`src/imu_offset_calibrator_defines.svh`:
```
// Assertion macros for the offset calibrator modules.
// Depends on nothing; users must have i_clk and i_rst_n in scope.
`ifndef IMU_OFFSET_CALIBRATOR_DEFINES_SVH
`define IMU_OFFSET_CALIBRATOR_DEFINES_SVH

// Condition that must hold at every edge out of reset.
`define IMU_ASSERT_NOW(label, cond, msg) \
    label: assert property (@(posedge i_clk) disable iff (!i_rst_n) (cond)) else $error(msg);

// Antecedent at one edge implies consequent at the next edge.
`define IMU_ASSERT_NEXT(label, ante, cons, msg) \
    label: assert property (@(posedge i_clk) disable iff (!i_rst_n) (ante) |=> (cons)) \
        else $error(msg);

`endif

```
`src/imu_cal_pkg.sv`:
```
// Shared types, constants and tables for the IMU offset calibrator.
// No dependencies.
package imu_cal_pkg;

    localparam int SAMPLE_COUNT = 1000;

    typedef enum logic [1:0] {
        CMD_CORRECT = 2'd0,
        CMD_CAL     = 2'd1,
        CMD_LOAD    = 2'd2
    } t_cmd;

    localparam int CFG_IDX_W = 1;
    localparam int CFG_DATA_W = 2;
    localparam logic [CFG_IDX_W-1:0] CFG_ACCEL_RANGE = 1'd0;
    localparam logic [CFG_IDX_W-1:0] CFG_GYRO_RANGE  = 1'd1;

    // Calibration item counter, able to hold SAMPLE_COUNT itself.
    localparam int CNT_W = $clog2(SAMPLE_COUNT + 1);

    // Running sum kept as quotient and remainder against SAMPLE_COUNT.
    localparam int REM_W = (SAMPLE_COUNT > 1) ? $clog2(SAMPLE_COUNT) : 1;
    localparam int BIAS_Q = (32768 + SAMPLE_COUNT - 1) / SAMPLE_COUNT;
    localparam int BIAS = BIAS_Q * SAMPLE_COUNT;
    localparam int T_MAX = SAMPLE_COUNT - 1 + 32767 + BIAS;
    localparam int T_W = $clog2(T_MAX + 1);
    localparam int ADD_W = T_W + 1;
    localparam int DIV_L = $clog2(SAMPLE_COUNT);
    localparam int RECIP_K = T_W + DIV_L;
    localparam longint RECIP_M =
        ((longint'(1) << RECIP_K) + SAMPLE_COUNT - 1) / SAMPLE_COUNT;
    localparam int M_W = $clog2(RECIP_M + 1);
    localparam int PROD_W = T_W + M_W;
    localparam int QT_MAX = T_MAX / SAMPLE_COUNT;
    localparam int QT_W = $clog2(QT_MAX + 1);
    localparam int QN_W = QT_W + CNT_W;
    localparam int Q_SUM_W = ((QT_W > 16) ? QT_W : 16) + 2;

    typedef logic [2:0][15:0] t_vec3;

    typedef struct packed {
        logic accum;
        logic finish;
        logic load;
    } t_lane_ctl;

    localparam logic [15:0] ONE_G [4] = '{16'd16384, 16'd8192, 16'd4096, 16'd2048};

    // Entries are {z, y, x}.
    localparam t_vec3 FACTORY_ACCEL [4] = '{
        {-16'sd1406, 16'sd226, -16'sd453},
        {-16'sd702, 16'sd111, -16'sd226},
        {16'sd49, -16'sd50, 16'sd111},
        {-16'sd167, -16'sd21, 16'sd54}
    };

    localparam t_vec3 FACTORY_GYRO [4] = '{
        {-16'sd198, 16'sd204, -16'sd443},
        {-16'sd99, 16'sd101, -16'sd221},
        {-16'sd25, 16'sd25, -16'sd55},
        {-16'sd26, 16'sd23, -16'sd56}
    };

endpackage

```
`src/imu_cal_axis.sv`:
```
// One axis: offset subtraction, running average and offset register.
// Depends on imu_cal_pkg.
module imu_cal_axis (
    input  logic                    i_clk,
    input  logic                    i_rst_n,
    input  logic                    i_advance,
    input  imu_cal_pkg::t_lane_ctl  i_ctl,
    input  logic signed [15:0]      i_sample,
    input  logic [15:0]             i_factory,
    input  logic [15:0]             i_g_sub,
    output logic signed [15:0]      o_corrected
);

    logic signed [15:0]                r_offset;
    logic signed [15:0]                r_quot;
    logic [imu_cal_pkg::REM_W-1:0]     r_rem;

    logic [imu_cal_pkg::ADD_W-1:0]     add_t;
    logic [imu_cal_pkg::T_W-1:0]       t_val;
    logic [imu_cal_pkg::PROD_W-1:0]    prod;
    logic [imu_cal_pkg::QT_W-1:0]      qt;
    logic [imu_cal_pkg::QN_W-1:0]      qn;
    logic [imu_cal_pkg::Q_SUM_W-1:0]   q_sum;
    logic [imu_cal_pkg::REM_W-1:0]     n_rem;
    logic [15:0]                       n_quot;
    logic [15:0]                       avg;
    logic [15:0]                       n_avg_offset;

    assign o_corrected = i_sample - r_offset;

    // Remainder plus sample, lifted by a multiple of SAMPLE_COUNT to stay non-negative.
    always_comb begin
        add_t = {{(imu_cal_pkg::ADD_W-16){i_sample[15]}}, i_sample}
              + imu_cal_pkg::ADD_W'(r_rem)
              + imu_cal_pkg::ADD_W'(imu_cal_pkg::BIAS);
        t_val = add_t[imu_cal_pkg::T_W-1:0];
        prod  = imu_cal_pkg::PROD_W'(t_val) * imu_cal_pkg::PROD_W'(imu_cal_pkg::RECIP_M);
        qt    = imu_cal_pkg::QT_W'(prod >> imu_cal_pkg::RECIP_K);
        qn    = imu_cal_pkg::QN_W'(qt) * imu_cal_pkg::QN_W'(imu_cal_pkg::SAMPLE_COUNT);
        n_rem = imu_cal_pkg::REM_W'(t_val - imu_cal_pkg::T_W'(qn));
        q_sum = {{(imu_cal_pkg::Q_SUM_W-16){r_quot[15]}}, r_quot}
              + imu_cal_pkg::Q_SUM_W'(qt)
              - imu_cal_pkg::Q_SUM_W'(imu_cal_pkg::BIAS_Q);
        n_quot = q_sum[15:0];
        // Floor quotient to truncation toward zero.
        avg = n_quot + {15'd0, (n_quot[15] && (n_rem != '0))};
        n_avg_offset = avg - i_g_sub;
    end

    always_ff @(posedge i_clk) begin
        if (!i_rst_n) begin
            r_offset <= '0;
            r_quot   <= '0;
            r_rem    <= '0;
        end else if (i_advance) begin
            if (i_ctl.finish) begin
                r_quot   <= '0;
                r_rem    <= '0;
                r_offset <= n_avg_offset;
            end else if (i_ctl.accum) begin
                r_quot <= n_quot;
                r_rem  <= n_rem;
            end
            if (i_ctl.load) begin
                r_offset <= i_factory;
            end
        end
    end

endmodule

```
`src/imu_cal_seq.sv`:
```
// Command decode and calibration item counter.
// Depends on imu_cal_pkg and imu_offset_calibrator_defines.svh.
`include "imu_offset_calibrator_defines.svh"

module imu_cal_seq (
    input  logic                    i_clk,
    input  logic                    i_rst_n,
    input  logic                    i_advance,
    input  logic [1:0]              i_cmd,
    output imu_cal_pkg::t_lane_ctl  o_ctl
);

    logic [imu_cal_pkg::CNT_W-1:0] r_count;
    logic [imu_cal_pkg::CNT_W-1:0] n_count;

    assign n_count = r_count + 1'b1;

    always_comb begin
        o_ctl = '0;
        case (i_cmd)
            imu_cal_pkg::CMD_CAL: begin
                o_ctl.accum  = 1'b1;
                o_ctl.finish = (n_count == imu_cal_pkg::CNT_W'(imu_cal_pkg::SAMPLE_COUNT));
            end
            imu_cal_pkg::CMD_LOAD: begin
                o_ctl.load = 1'b1;
            end
            default: begin
                o_ctl = '0;
            end
        endcase
    end

    always_ff @(posedge i_clk) begin
        if (!i_rst_n) begin
            r_count <= '0;
        end else if (i_advance) begin
            if (o_ctl.finish) begin
                r_count <= '0;
            end else if (o_ctl.accum) begin
                r_count <= n_count;
            end
        end
    end

    `IMU_ASSERT_NOW(a_count_range, r_count < imu_cal_pkg::CNT_W'(imu_cal_pkg::SAMPLE_COUNT), "calibration count out of range")
    `IMU_ASSERT_NEXT(a_count_clear, i_advance && o_ctl.finish, r_count == '0, "count not cleared after averaging")
    `IMU_ASSERT_NEXT(a_count_step, i_advance && o_ctl.accum && !o_ctl.finish, r_count == $past(r_count) + 1'b1, "count did not advance on calibration item")
    `IMU_ASSERT_NEXT(a_count_hold, !i_advance, $stable(r_count), "count moved without an item")

endmodule

```
`src/imu_offset_calibrator.sv`:
```
// Top level of the six-axis IMU offset calibrator.
// Depends on imu_cal_pkg, imu_cal_seq and imu_cal_axis.
//
//   channel  direction  handshake                 payload
//   in       input      i_in_valid / o_in_ready   i_command, i_raw_accel_*, i_raw_gyro_*
//   out      output     o_out_valid / i_out_ready o_corrected_*, o_calibration_finished
//   cfg      input      i_cfg_we (no wait)        i_cfg_index, i_cfg_data
//
// One item per cycle sustained while results are taken; an accepted item is held
// in the input register, then moves into the result register on an advance.
// Offsets update on the edge an item moves into the result register, so the
// next item already sees them; each axis keeps its sum as quotient and
// remainder and folds one sample in through a narrow reciprocal multiply.
// Synchronous active-low reset clears handshake state, ranges, offsets and sums.
// A stalled result holds; the input register still refills when it drains.
module imu_offset_calibrator (
    input  logic                                i_clk,
    input  logic                                i_rst_n,
    input  logic                                i_cfg_we,
    input  logic [imu_cal_pkg::CFG_IDX_W-1:0]   i_cfg_index,
    input  logic [imu_cal_pkg::CFG_DATA_W-1:0]  i_cfg_data,
    input  logic                                i_in_valid,
    output logic                                o_in_ready,
    input  logic [1:0]                          i_command,
    input  logic signed [15:0]                  i_raw_accel_x,
    input  logic signed [15:0]                  i_raw_accel_y,
    input  logic signed [15:0]                  i_raw_accel_z,
    input  logic signed [15:0]                  i_raw_gyro_x,
    input  logic signed [15:0]                  i_raw_gyro_y,
    input  logic signed [15:0]                  i_raw_gyro_z,
    output logic                                o_out_valid,
    input  logic                                i_out_ready,
    output logic signed [15:0]                  o_corrected_accel_x,
    output logic signed [15:0]                  o_corrected_accel_y,
    output logic signed [15:0]                  o_corrected_accel_z,
    output logic signed [15:0]                  o_corrected_gyro_x,
    output logic signed [15:0]                  o_corrected_gyro_y,
    output logic signed [15:0]                  o_corrected_gyro_z,
    output logic                                o_calibration_finished
);

    logic [1:0]                 r_accel_range;
    logic [1:0]                 r_gyro_range;

    logic                       r_in_valid;
    logic [1:0]                 r_in_cmd;
    imu_cal_pkg::t_vec3         r_in_accel;
    imu_cal_pkg::t_vec3         r_in_gyro;

    logic                       r_out_valid;
    imu_cal_pkg::t_vec3         r_out_accel;
    imu_cal_pkg::t_vec3         r_out_gyro;
    logic                       r_out_finished;

    logic                       advance;
    logic                       in_fire;
    imu_cal_pkg::t_lane_ctl     ctl;
    imu_cal_pkg::t_vec3         corr_accel;
    imu_cal_pkg::t_vec3         corr_gyro;
    imu_cal_pkg::t_vec3         fac_accel;
    imu_cal_pkg::t_vec3         fac_gyro;
    logic [15:0]                one_g;

    assign advance    = r_in_valid && (!r_out_valid || i_out_ready);
    assign o_in_ready = !r_in_valid || advance;
    assign in_fire    = i_in_valid && o_in_ready;

    assign fac_accel = imu_cal_pkg::FACTORY_ACCEL[r_accel_range];
    assign fac_gyro  = imu_cal_pkg::FACTORY_GYRO[r_gyro_range];
    assign one_g     = imu_cal_pkg::ONE_G[r_accel_range];

    always_ff @(posedge i_clk) begin
        if (!i_rst_n) begin
            r_accel_range <= '0;
            r_gyro_range  <= '0;
        end else if (i_cfg_we) begin
            case (i_cfg_index)
                imu_cal_pkg::CFG_ACCEL_RANGE: r_accel_range <= i_cfg_data;
                imu_cal_pkg::CFG_GYRO_RANGE:  r_gyro_range  <= i_cfg_data;
                default: begin
                    r_accel_range <= r_accel_range;
                end
            endcase
        end
    end

    always_ff @(posedge i_clk) begin
        if (!i_rst_n) begin
            r_in_valid  <= 1'b0;
            r_out_valid <= 1'b0;
        end else begin
            if (o_in_ready) begin
                r_in_valid <= i_in_valid;
            end
            if (advance) begin
                r_out_valid <= 1'b1;
            end else if (i_out_ready) begin
                r_out_valid <= 1'b0;
            end
        end
    end

    always_ff @(posedge i_clk) begin
        if (in_fire) begin
            r_in_cmd   <= i_command;
            r_in_accel <= {i_raw_accel_z, i_raw_accel_y, i_raw_accel_x};
            r_in_gyro  <= {i_raw_gyro_z, i_raw_gyro_y, i_raw_gyro_x};
        end
        if (advance) begin
            r_out_accel    <= corr_accel;
            r_out_gyro     <= corr_gyro;
            r_out_finished <= ctl.finish;
        end
    end

    imu_cal_seq u_seq (
        .i_clk     (i_clk),
        .i_rst_n   (i_rst_n),
        .i_advance (advance),
        .i_cmd     (r_in_cmd),
        .o_ctl     (ctl)
    );

    for (genvar a = 0; a < 3; a++) begin : g_axis
        imu_cal_axis u_accel (
            .i_clk       (i_clk),
            .i_rst_n     (i_rst_n),
            .i_advance   (advance),
            .i_ctl       (ctl),
            .i_sample    (r_in_accel[a]),
            .i_factory   (fac_accel[a]),
            .i_g_sub     ((a == 2) ? one_g : 16'd0),
            .o_corrected (corr_accel[a])
        );

        imu_cal_axis u_gyro (
            .i_clk       (i_clk),
            .i_rst_n     (i_rst_n),
            .i_advance   (advance),
            .i_ctl       (ctl),
            .i_sample    (r_in_gyro[a]),
            .i_factory   (fac_gyro[a]),
            .i_g_sub     (16'd0),
            .o_corrected (corr_gyro[a])
        );
    end

    assign o_out_valid            = r_out_valid;
    assign o_corrected_accel_x    = r_out_accel[0];
    assign o_corrected_accel_y    = r_out_accel[1];
    assign o_corrected_accel_z    = r_out_accel[2];
    assign o_corrected_gyro_x     = r_out_gyro[0];
    assign o_corrected_gyro_y     = r_out_gyro[1];
    assign o_corrected_gyro_z     = r_out_gyro[2];
    assign o_calibration_finished = r_out_finished;

endmodule
```
`config.mk`:
```
export PLATFORM = sky130hd
export DESIGN_NAME = imu_offset_calibrator
export DESIGN_NICKNAME = d
export VERILOG_FILES = /design/src/imu_cal_pkg.sv /design/src/imu_cal_axis.sv /design/src/imu_cal_seq.sv /design/src/imu_offset_calibrator.sv
export VERILOG_INCLUDE_DIRS = /design/src /design/src/src
export SDC_FILE = /design/constraint.sdc
export NUM_CORES = 2
export LEC_CHECK = 0
export BUFFER_PORTS_ARGS = -buffer_cell sky130_fd_sc_hd__buf_2
export CAP_MARGIN = 20
export CORE_MARGIN = 2
export CORE_UTILIZATION = 45
export DETAILED_ROUTE_END_ITERATION = 10
export GPL_TIMING_DRIVEN = 0
export PLACE_DENSITY = 0.6
export SLEW_MARGIN = 30
export SYNTH_ARGS = -nofsm -noshare
export SYNTH_HDL_FRONTEND = slang
export SYNTH_SLANG_ARGS = --single-unit
```
`constraint.sdc`:
```
create_clock -name i_clk -period 29.4 [get_ports i_clk]
set_clock_uncertainty 0.2 [all_clocks]
set_input_delay 2.94 -clock i_clk [delete_from_list [all_inputs] [get_ports i_clk]]
set_output_delay 2.94 -clock i_clk [all_outputs]
set_load 0.01 [all_outputs]
```
==> results.txt <==
status - completed
TritonCTS clock tree - yes
die extent in y - 351.4 µm
CTS Buffer Depth - 3
IO Count - 205
number of global-route vias before repair - 41320
Setup Viol. Count Final - 0
Crit path largest cell delay - 610 ps
routability cong. - 0.9436
Final Util - 0.4982
Post-Syn Nets - 7697
Fin. Hold Viols - 0
R2R depth - 49
min Tclk post-route - 13740 ps
first-pass GRT wire length - 231100 µm
post-route ant nets - 0
GRT Total Usage - 0.2410
Filler cells - 11570
share of cells above drive strength 1 - 0.06352
# rows - 127
via density per instance - 5.341
highest metal used - met5
HPWL after DPL - 120800 µm
CTS Root Cell - clkbuf_16
post-place setup slack - 15770 ps
CTS buffer count - 59
Die Area - 123500 µm²
Unique masters post-synth - 87
routed wl met3 - 8267 µm
reg2reg start - r_in_gyro[33]
via count - 42420
Starting Density - 0.4532
FF-to-FF End - g_axis[2].u_gyro.r_offset[15]
hold_buf cts - 0
setup slack, reg-to-reg - 15660 ps
Max-slew headroom - 0.3005
Core Area - 119800 µm²
Critical Path End Type - flip-flop
final layout net count - 7967
# Max-Cap Violations - 0
clock latency on the worst-skew pair - 690 ps
grt total ovfl - 0
Resize count post-CTS - 0
DR DRC count - 0
Post-Synthesis Cells - 6008
number of enable flip-flop cells after synthesis - 195
top_reg_cell synth - dfxtp_1
non-filler cells in the finished layout - 7942
Area Growth Syn to Fin - 9.933%
Slew @ Worst Pin - 1045 ps
clk slew on worst S/H paths - 60 ps
asr flop ratio synth - 0
CP required - 29720 ps
WL/cell - 18.75 µm
cell area after synthesis - 54300 µm²
WHS Path Cells - 2
fmax - 72.76 MHz
pin count of the biggest net entering global routing - 52
Setup Fix Bufs, Post-CTS - 0
Hold Crit Class - flip-flop to flip-flop
CP dominant cell by count - ha_1
post-synthesis sequential area ratio - 0.2066
Worst Path Arrival - 14060 ps
final WL - 148900 µm
Die W - 351.4 µm
syn_area_per_cell - 9.038 µm²
RSZ-0062 raised after global routing - false
commonest non-fill, non-tap cell in the layout - ha_1
YS warnings - 0
H-tree levels - 2
DR iter-0 viols - 2497
worst-path fanout max - 6
Tcrit/Tclk final - 0.4675
Seq cells post-synth - 463
Placed Cells - 7829
Critical Path Source - r_in_gyro[33]
worst setup path endpoint - g_axis[2].u_gyro.r_offset[15]
CP Class - flip-flop to flip-flop
slowest stage cell, crit path - xor2_1
DR WL met2 - 67950 µm
Final Slew Violations - 0
Fin Setup TNS - 0 ps
Final WS setup - 15660 ps
M1 WL - 67720 µm
most frequent cells in the layout - 1303 x ha_1, 1165 x inv_1, 403 x nor2_1, 291 x a21oi_1, 280 x fa_1
initial antenna violation count - 4
startpoint type of the worst setup path - flip-flop
Pre-Repair DR Iteration Count - 5
Num Clock Sinks - 463
PortBufs - 204
## registers in the layout (all words and copies together) (netlist names), 2 cells and up
| signal | cells |
|---|---|
| o_corrected_gyro_x | 16 |
| r_gyro_range | 2 |
| g_axis.u_gyro.r_rem | 30 |
| r_in_cmd | 2 |
| o_corrected_accel_z | 16 |
| r_in_accel | 48 |
| o_corrected_accel_y | 16 |
| u_seq.r_count | 10 |
| o_corrected_accel_x | 16 |
| g_axis.u_accel.r_rem | 30 |
| g_axis.u_gyro.r_offset | 48 |
| r_accel_range | 2 |
| g_axis.u_gyro.r_quot | 48 |
| g_axis.u_accel.r_quot | 48 |
| o_corrected_gyro_y | 16 |
| g_axis.u_accel.r_offset | 48 |
| o_corrected_gyro_z | 16 |
| r_in_gyro | 48 |
## critical path, delay by kind of cell, from the launching register on
kind                       cells  cell delay (ps)
adders and majority gates     15             5380
AOI/OAI and AO/OA             16             3510
and+or+nand+nor               10             2420
xor gates and xnor gates       5             1490
DFF                            1              430
buffers and inverters          3              150
## per-layer routing
metal  vias to the layer above  global-route usage
met5                         -                   0
li1                      21110                   -
met4                         4             0.07509
met3                       218             0.03539
met1                     20140              0.3235
met2                       945              0.3992
## cell usage after synthesis, drive strengths merged, types with 19 or more instances
library cell  instances  share of area
and2                 31         0.0036
a31oi                19         0.0022
fa                  280           0.10
ha                 1303           0.30
o21bai               38         0.0053
dfxtp               268          0.099
xor2                142          0.023
nand2               250          0.017
inv                1166          0.081
a21boi               25         0.0035
a22oi                55         0.0076
nand4                40         0.0046
o21a                 32         0.0044
a221oi               35         0.0056
or3                  34         0.0039
and3                 44         0.0051
o21ai               153          0.014
nand3               174          0.016
a211oi               67         0.0093
a21oi               295          0.027
nor3                156          0.015
clkbuf               95         0.0066
nand2b               37         0.0043
a21o                 88          0.012
edfxtp              195           0.11
xnor2               253          0.041
o211ai               32         0.0044
nor2b                45         0.0052
nor2                403          0.028
## stage by stage
step	hold WS (ps)	area [µm²]
after floorplan	225.0	54300
after global placement	239.0	57340
after detailed placement	243.0	57640
after CTS	251.2	59620
after global routing	273.7	59690
final	251.4	59700
## cell families after synthesis
logic type / count (synthesis) / share of synthesized area
xor gates and xnor gates: 397 / 0.06509
and+or+nand+nor: 1288 / 0.1124
buffers and inverters: 1272 / 0.08804
muxes: 13 / 0.002419
adders and majority gates: 1584 / 0.4036
DFF: 463 / 0.2066
AOI/OAI and AO/OA: 991 / 0.1218
## area by class of cell
class | instances | area (µm²) | share of cell area
diodes | 1 | 2.502 | 0.00004192
repair buffers | 209 | 1115 | 0.01867
plain buffers | 106 | 414.1 | 0.006938
inverters | 1166 | 4384 | 0.07344
clock buffers | 87 | 1737 | 0.02909
clock inverters | 25 | 237.7 | 0.003982
flip-flops and latches | 463 | 11220 | 0.1880
multi-input cells | 4273 | 38570 | 0.6461
well taps | 1612 | 2017 | 0.03379
## how the worst min path moves through the flow
stage                                     end                            from
2_1_floorplan  g_axis[1].u_accel.r_offset[12]  g_axis[1].u_accel.r_offset[12]
3_3_place_gp       g_axis[1].u_gyro.r_quot[2]      g_axis[1].u_gyro.r_quot[2]
3_5_place_dp      g_axis[0].u_accel.r_quot[1]     g_axis[0].u_accel.r_quot[1]
4_1_cts            g_axis[1].u_gyro.r_quot[3]      g_axis[1].u_gyro.r_quot[3]
5_1_grt            g_axis[1].u_gyro.r_quot[2]      g_axis[1].u_gyro.r_quot[2]
6_report           g_axis[2].u_gyro.r_quot[2]      g_axis[2].u_gyro.r_quot[2]
Power is not shown: default switching activity piles up to over one toggle a cycle in this logic, so the estimate is an artifact.
